===== src/hw/rtl/bev_pkg.sv =====
package bev_pkg;

  localparam int unsigned FIELD_W          = 16;
  localparam int unsigned BUTTON_COUNT_DEF = 16;
  localparam int unsigned APB_DATA_W       = 32;
  localparam int unsigned APB_ADDR_W       = 4;

  localparam logic [FIELD_W-1:0] POLARITY_RST = 16'd0;
  localparam logic [FIELD_W-1:0] LONG_RST     = 16'd100;
  localparam logic [FIELD_W-1:0] REPEAT_RST   = 16'd50;

  typedef enum logic [1:0] {
    REG_POLARITY = 2'd0,
    REG_LONG     = 2'd1,
    REG_REPEAT   = 2'd2
  } reg_idx_t;

  typedef logic [FIELD_W-1:0] btn_vec_t;

  typedef struct packed {
    btn_vec_t polarity;
    btn_vec_t long_ticks;
    btn_vec_t repeat_ticks;
  } cfg_t;

  typedef struct packed {
    logic     vld;
    btn_vec_t raw;
  } stage_t;

endpackage


===== src/hw/rtl/bev_in_if.sv =====
interface bev_in_if
  import bev_pkg::*;
();
  logic     valid;
  logic     ready;
  btn_vec_t btn_sample;

  modport source (output valid, output btn_sample, input ready);
  modport sink (input valid, input btn_sample, output ready);
endinterface


===== src/hw/rtl/bev_out_if.sv =====
interface bev_out_if
  import bev_pkg::*;
();
  logic     valid;
  logic     ready;
  btn_vec_t pressed_now;
  btn_vec_t press_edge;
  btn_vec_t toggle_bits;
  btn_vec_t repeat_press;
  btn_vec_t release_edge;
  btn_vec_t short_release;
  btn_vec_t long_release;
  btn_vec_t hold_event;

  modport source (
    output valid, input ready,
    output pressed_now, output press_edge, output toggle_bits, output repeat_press,
    output release_edge, output short_release, output long_release, output hold_event
  );
  modport sink (
    input valid, output ready,
    input pressed_now, input press_edge, input toggle_bits, input repeat_press,
    input release_edge, input short_release, input long_release, input hold_event
  );
endinterface


===== src/hw/rtl/bev_cfg_regs.sv =====
module bev_cfg_regs
  import bev_pkg::*;
(
  input  logic                  clk,
  input  logic                  rst_n,
  input  logic                  psel,
  input  logic                  penable,
  input  logic                  pwrite,
  input  logic [APB_ADDR_W-1:0] paddr,
  input  logic [APB_DATA_W-1:0] pwdata,
  output logic [APB_DATA_W-1:0] prdata,
  output logic                  pready,
  output cfg_t                  cfg
);

  reg_idx_t idx;
  logic     wr_en;
  cfg_t     cfg_r;

  assign idx    = reg_idx_t'(paddr[3:2]);
  assign wr_en  = psel && penable && pwrite;
  assign pready = 1'b1;
  assign cfg    = cfg_r;

  always_ff @(posedge clk) begin
    if (!rst_n) begin
      cfg_r.polarity     <= POLARITY_RST;
      cfg_r.long_ticks   <= LONG_RST;
      cfg_r.repeat_ticks <= REPEAT_RST;
    end else if (wr_en) begin
      case (idx)
        REG_POLARITY: cfg_r.polarity     <= pwdata[FIELD_W-1:0];
        REG_LONG:     cfg_r.long_ticks   <= pwdata[FIELD_W-1:0];
        REG_REPEAT:   cfg_r.repeat_ticks <= pwdata[FIELD_W-1:0];
        default: ;
      endcase
    end
  end

  always_comb begin
    case (idx)
      REG_POLARITY: prdata = APB_DATA_W'(cfg_r.polarity);
      REG_LONG:     prdata = APB_DATA_W'(cfg_r.long_ticks);
      REG_REPEAT:   prdata = APB_DATA_W'(cfg_r.repeat_ticks);
      default:      prdata = '0;
    endcase
  end

endmodule


===== src/hw/rtl/bev_in_reg.sv =====
module bev_in_reg
  import bev_pkg::*;
(
  input  logic     clk,
  input  logic     rst_n,
  bev_in_if.sink   in_ch,
  input  logic     out_free,
  output stage_t   stage
);

  logic     vld_r;
  btn_vec_t raw_r;

  assign in_ch.ready = !vld_r || out_free;
  assign stage.vld   = vld_r;
  assign stage.raw   = raw_r;

  always_ff @(posedge clk) begin
    if (!rst_n) begin
      vld_r <= 1'b0;
    end else if (in_ch.ready) begin
      vld_r <= in_ch.valid;
    end
  end

  always_ff @(posedge clk) begin
    if (in_ch.valid && in_ch.ready) begin
      raw_r <= in_ch.btn_sample;
    end
  end

endmodule


===== src/hw/rtl/bev_event_unit.sv =====
module bev_event_unit
  import bev_pkg::*;
#(
  parameter int unsigned BUTTON_COUNT = BUTTON_COUNT_DEF
) (
  input  logic     clk,
  input  logic     rst_n,
  input  cfg_t     cfg,
  input  stage_t   stage,
  output logic     out_free,
  bev_out_if.source out_ch
);

  localparam int unsigned NB = (BUTTON_COUNT < FIELD_W) ? BUTTON_COUNT : FIELD_W;

  logic [NB-1:0]      prev_r, toggle_r;
  btn_vec_t           timer_r;
  logic               out_vld_r;
  logic [NB-1:0]      pressed_r, press_r, toggle_out_r, repeat_r;
  logic [NB-1:0]      release_r, short_r, long_r, hold_r;

  btn_vec_t           cur_full;
  logic [NB-1:0]      cur, down, up, toggle_nxt, repeat_nxt;
  logic               changed, was_short, at_cap, rep, hold, adv;
  btn_vec_t           timer_nxt;
  logic [FIELD_W:0]   cap;

  assign out_free = !out_vld_r || out_ch.ready;
  assign adv      = stage.vld && out_free;

  always_comb begin
    cur_full   = stage.raw ^ cfg.polarity;
    cur        = cur_full[NB-1:0];
    changed    = cur != prev_r;
    was_short  = timer_r < cfg.long_ticks;
    // cap is long+1, pinned at all-ones
    cap        = (&cfg.long_ticks) ? {1'b0, cfg.long_ticks}
                                   : {1'b0, cfg.long_ticks} + 1'b1;
    at_cap     = {1'b0, timer_r} == cap;
    if (changed) begin
      timer_nxt = '0;
    end else if (at_cap) begin
      timer_nxt = timer_r;
    end else begin
      timer_nxt = timer_r + 1'b1;
    end
    rep        = !changed && (timer_nxt >= cfg.repeat_ticks);
    hold       = !changed && (timer_nxt == cfg.long_ticks);
    down       = cur & ~prev_r;
    up         = ~cur & prev_r;
    toggle_nxt = toggle_r ^ down;
    repeat_nxt = cur & (~prev_r | {NB{rep}});
  end

  always_ff @(posedge clk) begin
    if (!rst_n) begin
      prev_r    <= '0;
      toggle_r  <= '0;
      timer_r   <= '0;
      out_vld_r <= 1'b0;
    end else if (adv) begin
      prev_r    <= cur;
      toggle_r  <= toggle_nxt;
      timer_r   <= timer_nxt;
      out_vld_r <= 1'b1;
    end else if (out_ch.ready) begin
      out_vld_r <= 1'b0;
    end
  end

  always_ff @(posedge clk) begin
    if (adv) begin
      pressed_r    <= cur;
      press_r      <= down;
      toggle_out_r <= toggle_nxt;
      repeat_r     <= repeat_nxt;
      release_r    <= up;
      short_r      <= (changed && was_short) ? up : '0;
      long_r       <= (changed && !was_short) ? up : '0;
      hold_r       <= hold ? cur : '0;
    end
  end

  assign out_ch.valid         = out_vld_r;
  assign out_ch.pressed_now   = btn_vec_t'(pressed_r);
  assign out_ch.press_edge    = btn_vec_t'(press_r);
  assign out_ch.toggle_bits   = btn_vec_t'(toggle_out_r);
  assign out_ch.repeat_press  = btn_vec_t'(repeat_r);
  assign out_ch.release_edge  = btn_vec_t'(release_r);
  assign out_ch.short_release = btn_vec_t'(short_r);
  assign out_ch.long_release  = btn_vec_t'(long_r);
  assign out_ch.hold_event    = btn_vec_t'(hold_r);

endmodule


===== src/hw/rtl/button_event_generator.sv =====
// Button event generator: one request per scan tick, a raw button sample in, eight event
// vectors out. Takes a new request every clock cycle unless the result side stalls; a
// result is presented after its request has passed the input register and then the result
// register. Back-pressure on the result side stalls the input side through a combinational
// ready path. The single shared steady timer, previous vector and toggle bits advance as
// each request moves into the result register.
// Registers (APB, 32-bit, word aligned): 0x0 polarity_mask, 0x4 long_press_ticks,
// 0x8 repeat_start_ticks; write them only while the block is idle.
module button_event_generator
  import bev_pkg::*;
#(
  parameter int unsigned BUTTON_COUNT = BUTTON_COUNT_DEF
) (
  input  logic                  clk,
  input  logic                  rst_n,
  bev_in_if.sink                in_ch,
  bev_out_if.source             out_ch,
  input  logic                  psel,
  input  logic                  penable,
  input  logic                  pwrite,
  input  logic [APB_ADDR_W-1:0] paddr,
  input  logic [APB_DATA_W-1:0] pwdata,
  output logic [APB_DATA_W-1:0] prdata,
  output logic                  pready
);

  cfg_t   cfg;
  stage_t stage;
  logic   out_free;

  bev_cfg_regs u_cfg (
    .clk     (clk),
    .rst_n   (rst_n),
    .psel    (psel),
    .penable (penable),
    .pwrite  (pwrite),
    .paddr   (paddr),
    .pwdata  (pwdata),
    .prdata  (prdata),
    .pready  (pready),
    .cfg     (cfg)
  );

  bev_in_reg u_in (
    .clk      (clk),
    .rst_n    (rst_n),
    .in_ch    (in_ch),
    .out_free (out_free),
    .stage    (stage)
  );

  bev_event_unit #(
    .BUTTON_COUNT (BUTTON_COUNT)
  ) u_evt (
    .clk      (clk),
    .rst_n    (rst_n),
    .cfg      (cfg),
    .stage    (stage),
    .out_free (out_free),
    .out_ch   (out_ch)
  );

endmodule


===== src/flat_wrapper.sv =====
// flat-port wrapper written by rule: the top's interface ports become plain ports
module button_event_generator_flat import bev_pkg::*;
#(
  parameter int unsigned BUTTON_COUNT = BUTTON_COUNT_DEF
)
  (clk, rst_n, psel, penable, pwrite, paddr, pwdata, prdata, pready, in_ch_valid, in_ch_btn_sample, in_ch_ready, out_ch_valid, out_ch_ready, out_ch_pressed_now, out_ch_press_edge, out_ch_toggle_bits, out_ch_repeat_press, out_ch_release_edge, out_ch_short_release, out_ch_long_release, out_ch_hold_event);
  bev_in_if in_ch_i ();
  bev_out_if out_ch_i ();
  input  logic clk;
  input  logic rst_n;
  input  logic psel;
  input  logic penable;
  input  logic pwrite;
  input  logic [APB_ADDR_W-1:0] paddr;
  input  logic [APB_DATA_W-1:0] pwdata;
  output logic [APB_DATA_W-1:0] prdata;
  output logic pready;
  input wire logic [$bits(in_ch_i.valid)-1:0] in_ch_valid;
  input wire logic [$bits(in_ch_i.btn_sample)-1:0] in_ch_btn_sample;
  output wire logic [$bits(in_ch_i.ready)-1:0] in_ch_ready;
  output wire logic [$bits(out_ch_i.valid)-1:0] out_ch_valid;
  input wire logic [$bits(out_ch_i.ready)-1:0] out_ch_ready;
  output wire logic [$bits(out_ch_i.pressed_now)-1:0] out_ch_pressed_now;
  output wire logic [$bits(out_ch_i.press_edge)-1:0] out_ch_press_edge;
  output wire logic [$bits(out_ch_i.toggle_bits)-1:0] out_ch_toggle_bits;
  output wire logic [$bits(out_ch_i.repeat_press)-1:0] out_ch_repeat_press;
  output wire logic [$bits(out_ch_i.release_edge)-1:0] out_ch_release_edge;
  output wire logic [$bits(out_ch_i.short_release)-1:0] out_ch_short_release;
  output wire logic [$bits(out_ch_i.long_release)-1:0] out_ch_long_release;
  output wire logic [$bits(out_ch_i.hold_event)-1:0] out_ch_hold_event;
  assign in_ch_i.valid = in_ch_valid;
  assign in_ch_i.btn_sample = in_ch_btn_sample;
  assign in_ch_ready = in_ch_i.ready;
  assign out_ch_valid = out_ch_i.valid;
  assign out_ch_i.ready = out_ch_ready;
  assign out_ch_pressed_now = out_ch_i.pressed_now;
  assign out_ch_press_edge = out_ch_i.press_edge;
  assign out_ch_toggle_bits = out_ch_i.toggle_bits;
  assign out_ch_repeat_press = out_ch_i.repeat_press;
  assign out_ch_release_edge = out_ch_i.release_edge;
  assign out_ch_short_release = out_ch_i.short_release;
  assign out_ch_long_release = out_ch_i.long_release;
  assign out_ch_hold_event = out_ch_i.hold_event;
  button_event_generator #(.BUTTON_COUNT(BUTTON_COUNT)) u_core (.clk(clk), .rst_n(rst_n), .in_ch(in_ch_i), .out_ch(out_ch_i), .psel(psel), .penable(penable), .pwrite(pwrite), .paddr(paddr), .pwdata(pwdata), .prdata(prdata), .pready(pready));
endmodule

===== config.mk =====
export PLATFORM = sky130hd
export DESIGN_NAME = button_event_generator_flat
export DESIGN_NICKNAME = d
export VERILOG_FILES = /design/src/hw/rtl/bev_pkg.sv /design/src/hw/rtl/bev_in_if.sv /design/src/hw/rtl/bev_out_if.sv /design/src/hw/rtl/bev_cfg_regs.sv /design/src/hw/rtl/bev_in_reg.sv /design/src/hw/rtl/bev_event_unit.sv /design/src/hw/rtl/button_event_generator.sv /design/src/flat_wrapper.sv
export SDC_FILE = /design/constraint.sdc
export NUM_CORES = 1
export LEC_CHECK = 0
export ABC_AREA = 1
export BUFFER_PORTS_ARGS = -buffer_cell sky130_fd_sc_hd__buf_2
export CORE_MARGIN = 5
export CORE_UTILIZATION = 40
export CTS_CLUSTER_DIAMETER = 200
export DETAILED_ROUTE_END_ITERATION = 8
export PLACE_DENSITY = 0.62
export SLEW_MARGIN = 20
export SYNTH_ARGS = -nofsm -noshare
export SYNTH_HDL_FRONTEND = slang
export SYNTH_SLANG_ARGS = --single-unit

===== constraint.sdc =====
create_clock -name clk -period 7 [get_ports clk]
set_clock_uncertainty 0.15 [all_clocks]
set_input_delay 0.7 -clock clk [delete_from_list [all_inputs] [get_ports clk]]
set_output_delay 0.7 -clock clk [all_outputs]
set_load 0.005 [all_outputs]

==> metrics list, run 1 <==
* Result of the run: completed
* Buffer type at the clock tree root: clkbuf_16
* Cell area after layout: 14,300 µm²
- Final setup fails: 0
- Global routing used 20.4% of the available tracks across all layers.
- Using the TritonRoute via totals, the vias-per-cell ratio works out to 5.15.
* First-pass GRT wire length: 54.2 mm
* Number of global-route vias before repair: 9,226
* Top_reg_cell synth: edfxtp_1
- After detailed routing, the total wire length is 36.1 mm.
- Synthesis produced 1,331 cells.
- For this design the ratio of total power to cell area is 238 nW/µm².
- Insertion delay to the later sink of the worst-skew pair: 0.54 ns
- After synthesis, the netlist uses 47 different library cells.
* Period minus WS final: 5.59 ns
- Area added between synthesis and finish: 17.7%
* Maximum number of pins on one net before global-route repair: 120
- On the critical path the largest part of the delay comes from simple AND/OR/NAND/NOR gates.
- Overall die width: 184 µm
- The total overflow left after global routing is 0.
- Number of enable-type register cells in the synthesized netlist: 144
- In this run the cell area measured after placement is 13,400 µm².
- Final Cycle Share: 79.8%
- STA puts the critical path data arrival time at 5.69 ns.
- Worst relative slew slack: 26.1%
- Most instantiated cells after synthesis: 237 x nand2_1, 145 x inv_1, 144 x edfxtp_1
* Maximum single-stage delay on the critical path: 0.53 ns
* Classification of the worst-slack hold path: input port to register
* Crit path max fanout: 18
* Average instance area after synthesis: 9.15 µm²
- The die is 184 µm tall.
* Cell count along the critical path: 31
- The share of synthesized area in the top cell type comes to 35.5%.
- Signal routing reaches up to met4.
- Among all stages on the critical path, the largest delay is contributed by nand2_1.
* Clock sink count: 242
* Worst Hold Path Cells: 1
- Post-Synthesis Cell Area: 12,200 µm²
* Most repeated cell in the gate-level netlist after synthesis: nand2_1
- The congestion estimate from routability-driven global placement came to 0.912.
* Starting DRC count in detailed routing: 844
- Of the cells placed in the final design, the portion with a size suffix greater than 1 is 19.5%.
* Slew Limit Fails: 0
- DP HPWL: 27.1 mm
- Met3 Wirelength: 2.78 mm
- During synthesis, Yosys emitted a total of 0 warnings.
- Crit path kind: register to register
- Required time at the endpoint of the critical path: 7.10 ns
- Max-cap violations in this run came to 0.
* ANT nets after route: 0
- Worst r2r path cells: 31
* M1 wire length: 15.7 mm
- After detailed routing, the average wire length per cell comes to 18.7 µm.
- The worst setup path is launched from a register.
- The count of endpoints failing hold in the final timing report was 0.
- Hold buffer count at CTS: 0
* Clock tree from TritonCTS: yes
- Cell leakage power: 6.20 nW
- Once the clock tree was built, the resizer swapped 0 gates to a different size.
- NumNets Final: 1,639
* Sum of met2 wire segment lengths after detailed routing: 16.8 mm
- Seq/Total Area, Yosys: 51.6%
- Library cell occupying the most area in the post-synthesis netlist: edfxtp_1
* Critical path buffers and inverters: 4
* Worst Setup End Kind: register
- Post-route DRC violation count: 0
* Full die area: 34,000 µm²
* Buffer levels on the longest clock path: 3
* Number of antenna violations at the first check in global routing: 2
- Cell repeated most along the worst path: nand2_1
* CORE AREA: 29,900 µm²
- Standard-cell row count: 63
- Worst slew pin tran: 1.10 ns
* Clock-pin slew of the registers on the worst-case setup and hold paths: 0.06 ns
- Vias: 9,936
- Buffers inserted during clock tree synthesis total 27.
- Sorting the synthesized cells by area gives the leading types as edfxtp_1 36%, dfxtp_1 16%, nand2_1 7.3%.
- Setup repair after global routing left no endpoint under its margin.
- The count of buffers added on input and output ports is 186.
- For this design the top-level I/O count stands at 222.
- Synthesis inferred 242 register bits.
* Post-CTS Setup Bufs: 0
- For this run, the detailed router's first-pass iteration total came to 5.
- The worst-case IR drop observed on VDD is 0.000157 V.
* Effective utilization at floorplan: 40.8%
- In this run the number of H-tree levels came out at 1.
- Achievable clock frequency: 179 MHz
* Final TNS setup: 0 ns
- Counting flops with an async set or reset pin after synthesis yields a share of 0%.
==> final timing paths <==
path	start	to	slack [ns]
setup / recovery	u_core.u_cfg.cfg[16]	u_core.u_evt.out_ch.repeat_press[5]	1.41
setup reg to reg	u_core.u_cfg.cfg[16]	u_core.u_evt.out_ch.repeat_press[5]	1.41
hold / removal	in_ch_btn_sample[4]	u_core.u_in.raw_r[4]	0.18
hold reg to reg	u_core.u_evt.toggle_r[3]	u_core.u_evt.toggle_r[3]	0.33
==> worst register-to-register path, delay by kind of cell, from the launching register on <==
family	cells	cell delay [ns]
flops	1	0.43
fa+ha+maj	2	0.48
buf+inv	4	0.45
compound gates	8	1.07
simple gates	17	2.71
==> stage by stage <==
| step | worst slack [ns] | instances | power, mW | utilization, % | hold slack, ns |
|---|---|---|---|---|---|
| after detailed placement | 1.42 | 1876 | 2.05 | 45.0 | 0.321 |
| final | 1.41 | 1928 | 3.42 | 47.9 | 0.183 |
| after floorplan | 1.46 | 1346 | 1.89 | - | 0.303 |
| after global placement | 1.45 | 1876 | 2.04 | 45.0 | 0.314 |
| after CTS | 1.41 | 1925 | 3.44 | 47.9 | 0.157 |
| after global routing | 0.981 | 1927 | 3.55 | 47.9 | 0.153 |
==> placed cells by master (no fill, tap or decap), types with 5 or more instances in the layout <==
master | Yosys | final
clkbuf_8 | 0 | 6
buf_2 | 2 | 186
xor2_1 | 33 | 33
nand4_1 | 34 | 34
o21ai_0 | 82 | 82
nand3_1 | 59 | 59
o211ai_1 | 9 | 9
nor3_2 | 10 | 10
clkinv_2 | 0 | 5
ha_1 | 65 | 65
a21oi_1 | 109 | 109
buf_4 | 18 | 16
nor2_4 | 6 | 6
nand2_1 | 237 | 237
xnor2_1 | 18 | 18
inv_2 | 6 | 6
o21ai_1 | 6 | 6
nor2_1 | 124 | 124
conb_1 | 2 | 17
inv_1 | 145 | 145
nand3_2 | 6 | 6
edfxtp_1 | 144 | 144
o221ai_1 | 16 | 16
nand2_2 | 8 | 8
clkbuf_16 | 0 | 27
nor3_1 | 16 | 16
nor2_2 | 7 | 7
dfxtp_1 | 98 | 98
==> final cells by class <==
| type | instances | area [µm²] |
|---|---|---|
| Fill cell | 2834 | 15500 |
| Sequential cell | 242 | 6290 |
| Multi-Input combinational cell | 888 | 5030 |
| Timing Repair Buffer | 202 | 1050 |
| Clock buffer | 37 | 773 |
| Inverter | 154 | 583 |
| Tap cell | 390 | 488 |
| Clock inverter | 12 | 109 |
| Antenna cell | 3 | 7.51 |
==> metal layers <==
metal / global-route usage [%] / vias up
li1: - / 4834
met1: 28.0 / 4665
met2: 34.3 / 390
met3: 3.34 / 47
met4: 4.58 / 0
met5: 0 / -
==> flip-flops by register name (all words and copies together) (netlist names) <==
| name | flops |
|---|---|
| u_core.u_evt.out_ch.short_release | 16 |
| u_core.u_evt.out_ch.valid | 1 |
| u_core.u_evt.out_ch.long_release | 16 |
| u_core.u_cfg.cfg | 48 |
| u_core.u_evt.out_ch.pressed_now | 16 |
| u_core.u_evt.out_ch.toggle_bits | 16 |
| u_core.u_in.vld_r | 1 |
| u_core.u_evt.out_ch.hold_event | 16 |
| u_core.u_evt.out_ch.repeat_press | 16 |
| u_core.u_evt.toggle_r | 16 |
| u_core.u_evt.out_ch.press_edge | 16 |
| u_core.u_evt.out_ch.release_edge | 16 |
| u_core.u_in.raw_r | 16 |
| u_core.u_evt.timer_r | 16 |
| u_core.u_evt.prev_r | 16 |
==> power by group <==
group | internal, mW | switching (mW) | total [mW]
registers | 1.59 | 0.0487 | 1.64
logic | 0.128 | 0.249 | 0.377
clock network | 0.815 | 0.581 | 1.40
total | 2.54 | 0.879 | 3.42
==> logic make-up (layout without fill, tap and decap cells) <==
family / count (synthesis) / count (layout) / synth area share (%)
AND/OR/NAND/NOR: 523 / 523 / 20.0
other: 2 / 20 / 0.0617
buffers and inverters: 216 / 405 / 7.54
AO/OA/AOI/OAI: 232 / 232 / 10.4
flip-flops: 242 / 242 / 51.6
XOR/XNOR: 51 / 51 / 3.67
adder cells (fa/ha/maj): 65 / 65 / 6.68
Note: power is estimated with default switching activity, not from simulation.
==> inputs of run 2 (changes only) <==
- clock period: 7 -> 5.79 ns (I/O delays scaled with it)
==> run 2 against run 1 <==
Count of clock-buffer cells in the layout increased by 1. Largest power group unchanged. Core utilization is 0.26 points lower. Sequential share of layout area is 0.24 points higher. Critical path type unchanged. Largest cell class unchanged. Global-route usage up 0.47 points. Sequential power rose by 21%. Hold slack worse by 0.12 ns. Critical path depth increased by 3.
==> metrics list, run 2 (synthesized netlist as in run 1, its figures left out) <==
* Result of the run: completed
* Worst EP arrival: 5.29 ns (-0.40 ns)
- The count of vias placed by the detailed router came to 10,000 (+0.94%).
- TritonCTS built the clock tree.
- Vertical extent of the die: 184 µm (unchanged)
- The number of global-route vias before repair came to 9,475 (+2.7%).
* Peak supply drop: 0.000199 V (+27%)
- The number of rows in the core area was 63 (unchanged).
* Buffer levels on the longest clock path: 3 (unchanged)
- Counting stages on the worst path, the most repeated cell is nand2_1.
- The total power after layout is 3.94 mW (+15%).
- Leaving out fill and tap cells, the most frequent cell in the layout is nand2_1.
* Cell with the biggest individual delay on the critical path: dfxtp_1
- The pin count of the biggest net entering global routing is 124 (+3.3%).
- Clock sink count: 242 (unchanged)
* Placed cell areas: 13,500 µm² (+0.43%)
- Most frequent cells in the layout: 237 x nand2_1, 186 x buf_2, 145 x inv_1
* Setup slack of the worst register-to-register path: 0.62 ns (-0.80 ns)
- STA classifies the critical path endpoint as a register.
* NumNets Final: 1,643 (+0.24%)
* Max H-tree Level: 1 (unchanged)
- STA classifies the critical path startpoint as a register.
* Max_cap viols: 0 (unchanged)
- The HPWL reported at the end of detailed placement is 27.9 mm (+3.1%).
- Final TNS setup: 0 ns (unchanged)
* Crit path kind: register to register
* Classification of the worst-slack hold path: input port to register
- Number of input and output port buffers inserted: 186 (unchanged)
- The final estimated routing congestion in global placement came to 0.922 (+1.1%).
* Detailed-route vias per instance: 5.20 (+0.83%)
- Maximum single-stage delay on the critical path: 0.41 ns (-0.12 ns)
- The post-CTS setup buffer count was 0 (unchanged).
* Starting DRC count in detailed routing: 896 (+6.2%)
* Overall die width: 184 µm (unchanged)
* Number of antenna violations at the first check in global routing: 3 (+1)
- The final period utilization came to 89.3% (+9.5 points).
- ANT nets after route: 0 (unchanged)
- The count of boundary I/O pins was 222 (unchanged).
- Relative to the synthesized area, the layout overhead comes to 17.0%.
- Worst r2r path cells: 34 (+9.7%)
* Buffer type at the clock tree root: clkbuf_16
* CORE AREA: 29,900 µm² (unchanged)
- The flip-flop count of the largest register after layout came to 48 (unchanged).
- Cell area after layout: 14,200 µm² (-0.55%)
- The highest clock rate was 193 MHz (+8.0%).
- The full die area came to 34,000 µm² (unchanged).
- The effective utilization at floorplan is 40.8% (unchanged).
- The critical path ends at u_core.u_evt.out_ch.repeat_press[4].
- Aggregate global routing overflow: 0 (unchanged)
- The first-pass GRT wire length was 55.2 mm (+1.7%).
- Required time at the endpoint of the critical path: 5.91 ns (-1.19 ns)
* Insertion delay to the later sink of the worst-skew pair: 0.54 ns (about the same)
- Cell Pwr Density: 277 nW/µm² (+16%)
* Hold buffer count at CTS: 0 (unchanged)
- CTS buffer count: 25 (-7.4%)
- Slew Limit Fails: 0 (unchanged)
* Worst slew pin tran: 1.04 ns (-0.0561 ns)
* Wire length after detailed routing: 36.7 mm (+1.8%)
* Crit path max fanout: 18 (unchanged)
- Cell leakage power: 6.15 nW (-0.75%)
- Post-cts sizing count: 0 (unchanged)
* Length of the first detailed-routing pass in iterations: 5 (unchanged)
- Source of the critical timing path: u_core.u_cfg.cfg[17]
- The total routing resource utilization after global routing was 20.9% (+0.47 points).
- Setup repair after global routing left no endpoint under its margin.
- Worst r2r src: u_core.u_cfg.cfg[17]
- Worst relative slew slack: 30.3% (+4.2 points)
* Fraction of final layout cells with drive strength greater than 1: 19.2% (-0.36 points)
- Hold violation total from the final report: 0 (unchanged)
- Final routed wire length divided by cell count: 19.0 µm (+1.7%)
- Clock-pin slew of the registers on the worst-case setup and hold paths: 0.06 ns (about the same)
- Capturing point of the worst reg2reg path: u_core.u_evt.out_ch.repeat_press[4]
- Post-route DRC violation count: 0 (unchanged)
- Period minus WS final: 5.17 ns (-0.414 ns)
- The final setup violation count is 0 (unchanged).
==> run 2: cell types whose count changed in the layout (fill, tap and decap cells not counted) <==
cell / delta
diode_2: -1
clkinv_2: -2
clkbuf_1: +7
clkbuf_8: -4
buf_12: +1
inv_6: -3
clkinvlp_4: +1
clkinv_1: +1
bufinv_16: -1
buf_4: +5
clkbuf_16: -2
==> run 2: layout make-up <==
type	instances	area, µm²
Timing Repair Buffer	208	1110
Multi-Input combinational cell	888	5030
Inverter	154	583
Tap cell	390	488
Antenna cell	2	5.00
Fill cell	2866	15600
Clock buffer	38	694
Sequential cell	242	6290
Clock inverter	8	53.8
==> run 2: critical path, delay by kind of cell, from the launching register on <==
kind	cells	cell delay, ns
AND/OR/NAND/NOR	19	2.15
AO/OA/AOI/OAI	8	0.99
buffers and inverters	5	0.67
adder cells (fa/ha/maj)	2	0.48
flip-flops	1	0.41
==> run 2: where the power goes <==
part,total [mW],switching [mW],internal [mW]
Clock,1.49,0.658,0.831
Sequential,1.99,0.0580,1.93
Combinational,0.466,0.308,0.157
Total,3.94,1.02,2.92
==> run 2: metrics by stage <==
step | hold slack [ns] | worst slack [ns] | std cells | util (%)
finish | 0.0659 | 0.618 | 1930 | 47.7
detailed placement | 0.320 | 0.716 | 1882 | 45.2
global route | 0.0460 | 0.200 | 1930 | 47.7
CTS | 0.0411 | 0.687 | 1928 | 47.7
global placement | 0.314 | 0.757 | 1882 | 45.2
floorplan | 0.303 | 0.366 | 1346 | -
==> run 2: routing by layer <==
metal	vias up	routed length, µm	GRT usage, %
li1	4835	-	-
met1	4697	15700	28.7
met5	-	12	0
met3	69	3260	4.76
met4	2	1160	6.27
met2	426	16600	33.2
==> run 2: how the worst min path moves through the flow <==
stage	startpoint	end	slack [ns]	cells past startpoint
final	in_ch_btn_sample[4]	u_core.u_in.raw_r[4]	0.07	1
after floorplan	u_core.u_cfg.cfg[10]	u_core.u_cfg.cfg[10]	0.30	2
after global placement	u_core.u_evt.toggle_r[1]	u_core.u_evt.toggle_r[1]	0.31	2
after detailed placement	u_core.u_evt.toggle_r[4]	u_core.u_evt.toggle_r[4]	0.32	2
after global routing	in_ch_btn_sample[14]	u_core.u_in.raw_r[14]	0.05	1
after CTS	in_ch_btn_sample[4]	u_core.u_in.raw_r[4]	0.04	1
==> inputs of run 3 (changes only) <==
- CTS_BUF_LIST: unset -> sky130_fd_sc_hd__clkbuf_8 sky130_fd_sc_hd__clkbuf_16
==> run 3 against run 2 <==
First-iteration DRC count shrank 9.5%. Sequential power is essentially flat. Register-to-register slack is essentially flat. Total power shrank 0.38%. Count of clock-buffer cells in the layout shrank 11. Global-route usage is essentially flat. Combinational power is essentially flat. Hold slack lost 0.0035 ns. Clock power is essentially flat. Critical path depth is the same. Critical path type unchanged. Critical endpoint unchanged. Largest power group unchanged.
==> metrics list, run 3 (synthesized netlist as in run 1, its figures left out) <==
* Buffer levels on the longest clock path: 3 (unchanged)
- The number of clock sinks seen by CTS is 242 (unchanged).
* Post-route DRC violation count: 0 (unchanged)
- Maximum single-stage delay on the critical path: 0.41 ns (about the same)
* Post-layout instance count excluding filler cells: 1,930 (unchanged)
* Worst Setup End Kind: register
- The clock insertion delay at the later pin of the skew report is 0.54 ns (about the same).
- The largest fanout on the critical path was 18 (unchanged).
- The number of H-tree levels came to 1 (unchanged).
- Cell count after placement: 1,882 (unchanged)
- The final instance area came to 14,200 µm² (unchanged).
* Number of antenna violations at the first check in global routing: 3 (unchanged)
* Number of input and output port buffers inserted: 186 (unchanged)
- The slew at the pin closest to its max-slew limit came to 1.05 ns (+0.0107 ns).
- The final setup violation count came to 0 (unchanged).
- The library cell used most frequently in the layout, excluding fill and tap cells, is nand2_1.
* CORE AREA: 29,900 µm² (unchanged)
* Cell leakage power: 6.20 nW (+0.74%)
- ANT nets after route: 0 (unchanged)
- The count of vias placed by the detailed router came to 10,000 (-0.010%).
- The post-place instance area is 13,500 µm² (unchanged).
* Type of element launching the critical path: register
* Effective utilization at floorplan: 40.8% (unchanged)
* Post-cts sizing count: 0 (unchanged)
- The count of TritonRoute iterations in the first routing pass came to 5 (unchanged).
* NumNets Final: 1,643 (unchanged)
- The total of max-cap violations was 0 (unchanged).
- The die height came to 184 µm (unchanged).
- The flip-flop count of the largest register after layout is 48 (unchanged).
* Standard-cell row count: 63 (unchanged)
- Hold buffer count at CTS: 0 (unchanged)
* Aggregate global routing overflow: 0 (unchanged)
* Crit path kind: register to register
* Worst EP arrival: 5.28 ns (about the same)
* Place WS: 0.716 ns (unchanged)
* Cell with the biggest individual delay on the critical path: dfxtp_1
- Required time at the endpoint of the critical path: 5.91 ns (about the same)
- Buffer type at the clock tree root: clkbuf_16
- The share of final-layout standard cells stronger than drive strength 1 came to 19.2% (unchanged).
- Maximum number of pins on one net before global-route repair: 124 (unchanged)
- Worst relative slew slack: 29.6% (-0.72 points)
- Hold violation total from the final report: 0 (unchanged)
* Final Wtd Congestion: 0.922 (unchanged)
- The full die area was 34,000 µm² (unchanged).
* Overall die width: 184 µm (unchanged)
- Post-CTS Setup Bufs: 0 (unchanged)
* Clock-pin slew of the registers on the worst-case setup and hold paths: 0.06 ns (about the same)
* Hold slack final: 0.0624 ns (-0.00348 ns)
* Final TNS setup: 0 ns (unchanged)
* Cell Pwr Density: 276 nW/µm² (-0.38%)
- The min-delay analysis places its worst path in the category input port to register.
* Area added between synthesis and finish: 17.0% (unchanged)
- TritonCTS built the clock tree.
* DP HPWL: 27.9 mm (unchanged)
- Number of global-route vias before repair: 9,473 (-0.021%)
- The final period utilization came to 89.1% (-0.23 points).
- Overall global routing resource usage: 20.9% (about the same)
- The routed wirelength normalized by instance count is 19.1 µm (+0.11%).
* Wire length after detailed routing: 36.8 mm (+0.11%)
- First-pass GRT wire length: 55.2 mm (about the same)
- The highest clock rate is 194 MHz (+0.26%).
- In the layout the commonest cells are 237 x nand2_1, 186 x buf_2, 156 x inv_1.
- Period minus WS final: 5.16 ns (-0.0135 ns)
- Result of the run: completed
- Fillers: 2,866 (unchanged)
- The count of boundary I/O pins was 222 (unchanged).
- CTS buffer count: 25 (unchanged)
* Starting DRC count in detailed routing: 811 (-9.5%)
- Setup repair after global routing left no endpoint under its margin.
- The detail-routed via count per cell came to 5.20 (about the same).
* Peak supply drop: 0.000199 V (-0.11%)
* Sequential standard cell area: 6290 µm² (unchanged)
- The multi-input gate area in the final layout is 5030 µm² (unchanged).
- Post-route worst setup slack: 0.631 ns (+0.0135 ns)
- The max-slew violation count was 0 (unchanged).
- In this design, the critical path's most frequently occurring cell is nand2_1.
run 3: cell count changes in the layout (fill, tap and decap cells not counted), sizes merged:
cell	delta
inv	+11
clkbuf	-11
run 3: per-stage QoR:
stage          utilization (%)  power (mW)
3_3_place_gp              45.2        2.47
6_report                  47.7        3.92
3_5_place_dp              45.2        2.49
2_1_floorplan                -        2.29
5_1_grt                   47.7        4.08
4_1_cts                   47.7        3.96
run 3: metal layers:
metal / track usage (%) / vias up / part of all wire [%]
li1: - / 4837 / -
met1: 28.7 / 4692 / 43
met2: 33.2 / 427 / 45
met3: 4.76 / 70 / 9.1
met4: 6.27 / 2 / 3.2
met5: 0 / - / 0.033
run 3: where the power goes:
group | total [mW] | internal, mW | switching (mW)
combinational | 0.466 | 0.157 | 0.309
sequential | 1.99 | 1.93 | 0.0582
clock | 1.47 | 0.811 | 0.662
run 3: final timing paths:
path | start | endpoint | slack [ns] | cells after the start
worst max register to register | u_core.u_cfg.cfg[17] | u_core.u_evt.out_ch.repeat_press[4] | 0.63 | 34
worst max-delay path | u_core.u_cfg.cfg[17] | u_core.u_evt.out_ch.repeat_press[4] | 0.63 | 34
worst min-delay path | in_ch_btn_sample[4] | u_core.u_in.raw_r[4] | 0.06 | 1
worst min register to register | u_core.u_evt.toggle_r[6] | u_core.u_evt.toggle_r[6] | 0.33 | 2
run 3: cell type report:
class	instances	share of cell area, %
sequential	242	44.1
tap	390	3.43
antenna	2	0.0351
clock buffer	27	4.58
inverter	154	4.09
clock inverter	19	0.667
multi-input combinational	888	35.3
timing repair buffer	208	7.78
run 3: critical path, delay by kind of cell (launching register included):
family                   cells  cell delay [ns]
flip-flops                   1             0.41
AND/OR/NAND/NOR             19             2.16
adder cells (fa/ha/maj)      2             0.47
AO/OA/AOI/OAI                7             0.86
buffers and inverters        6             0.81
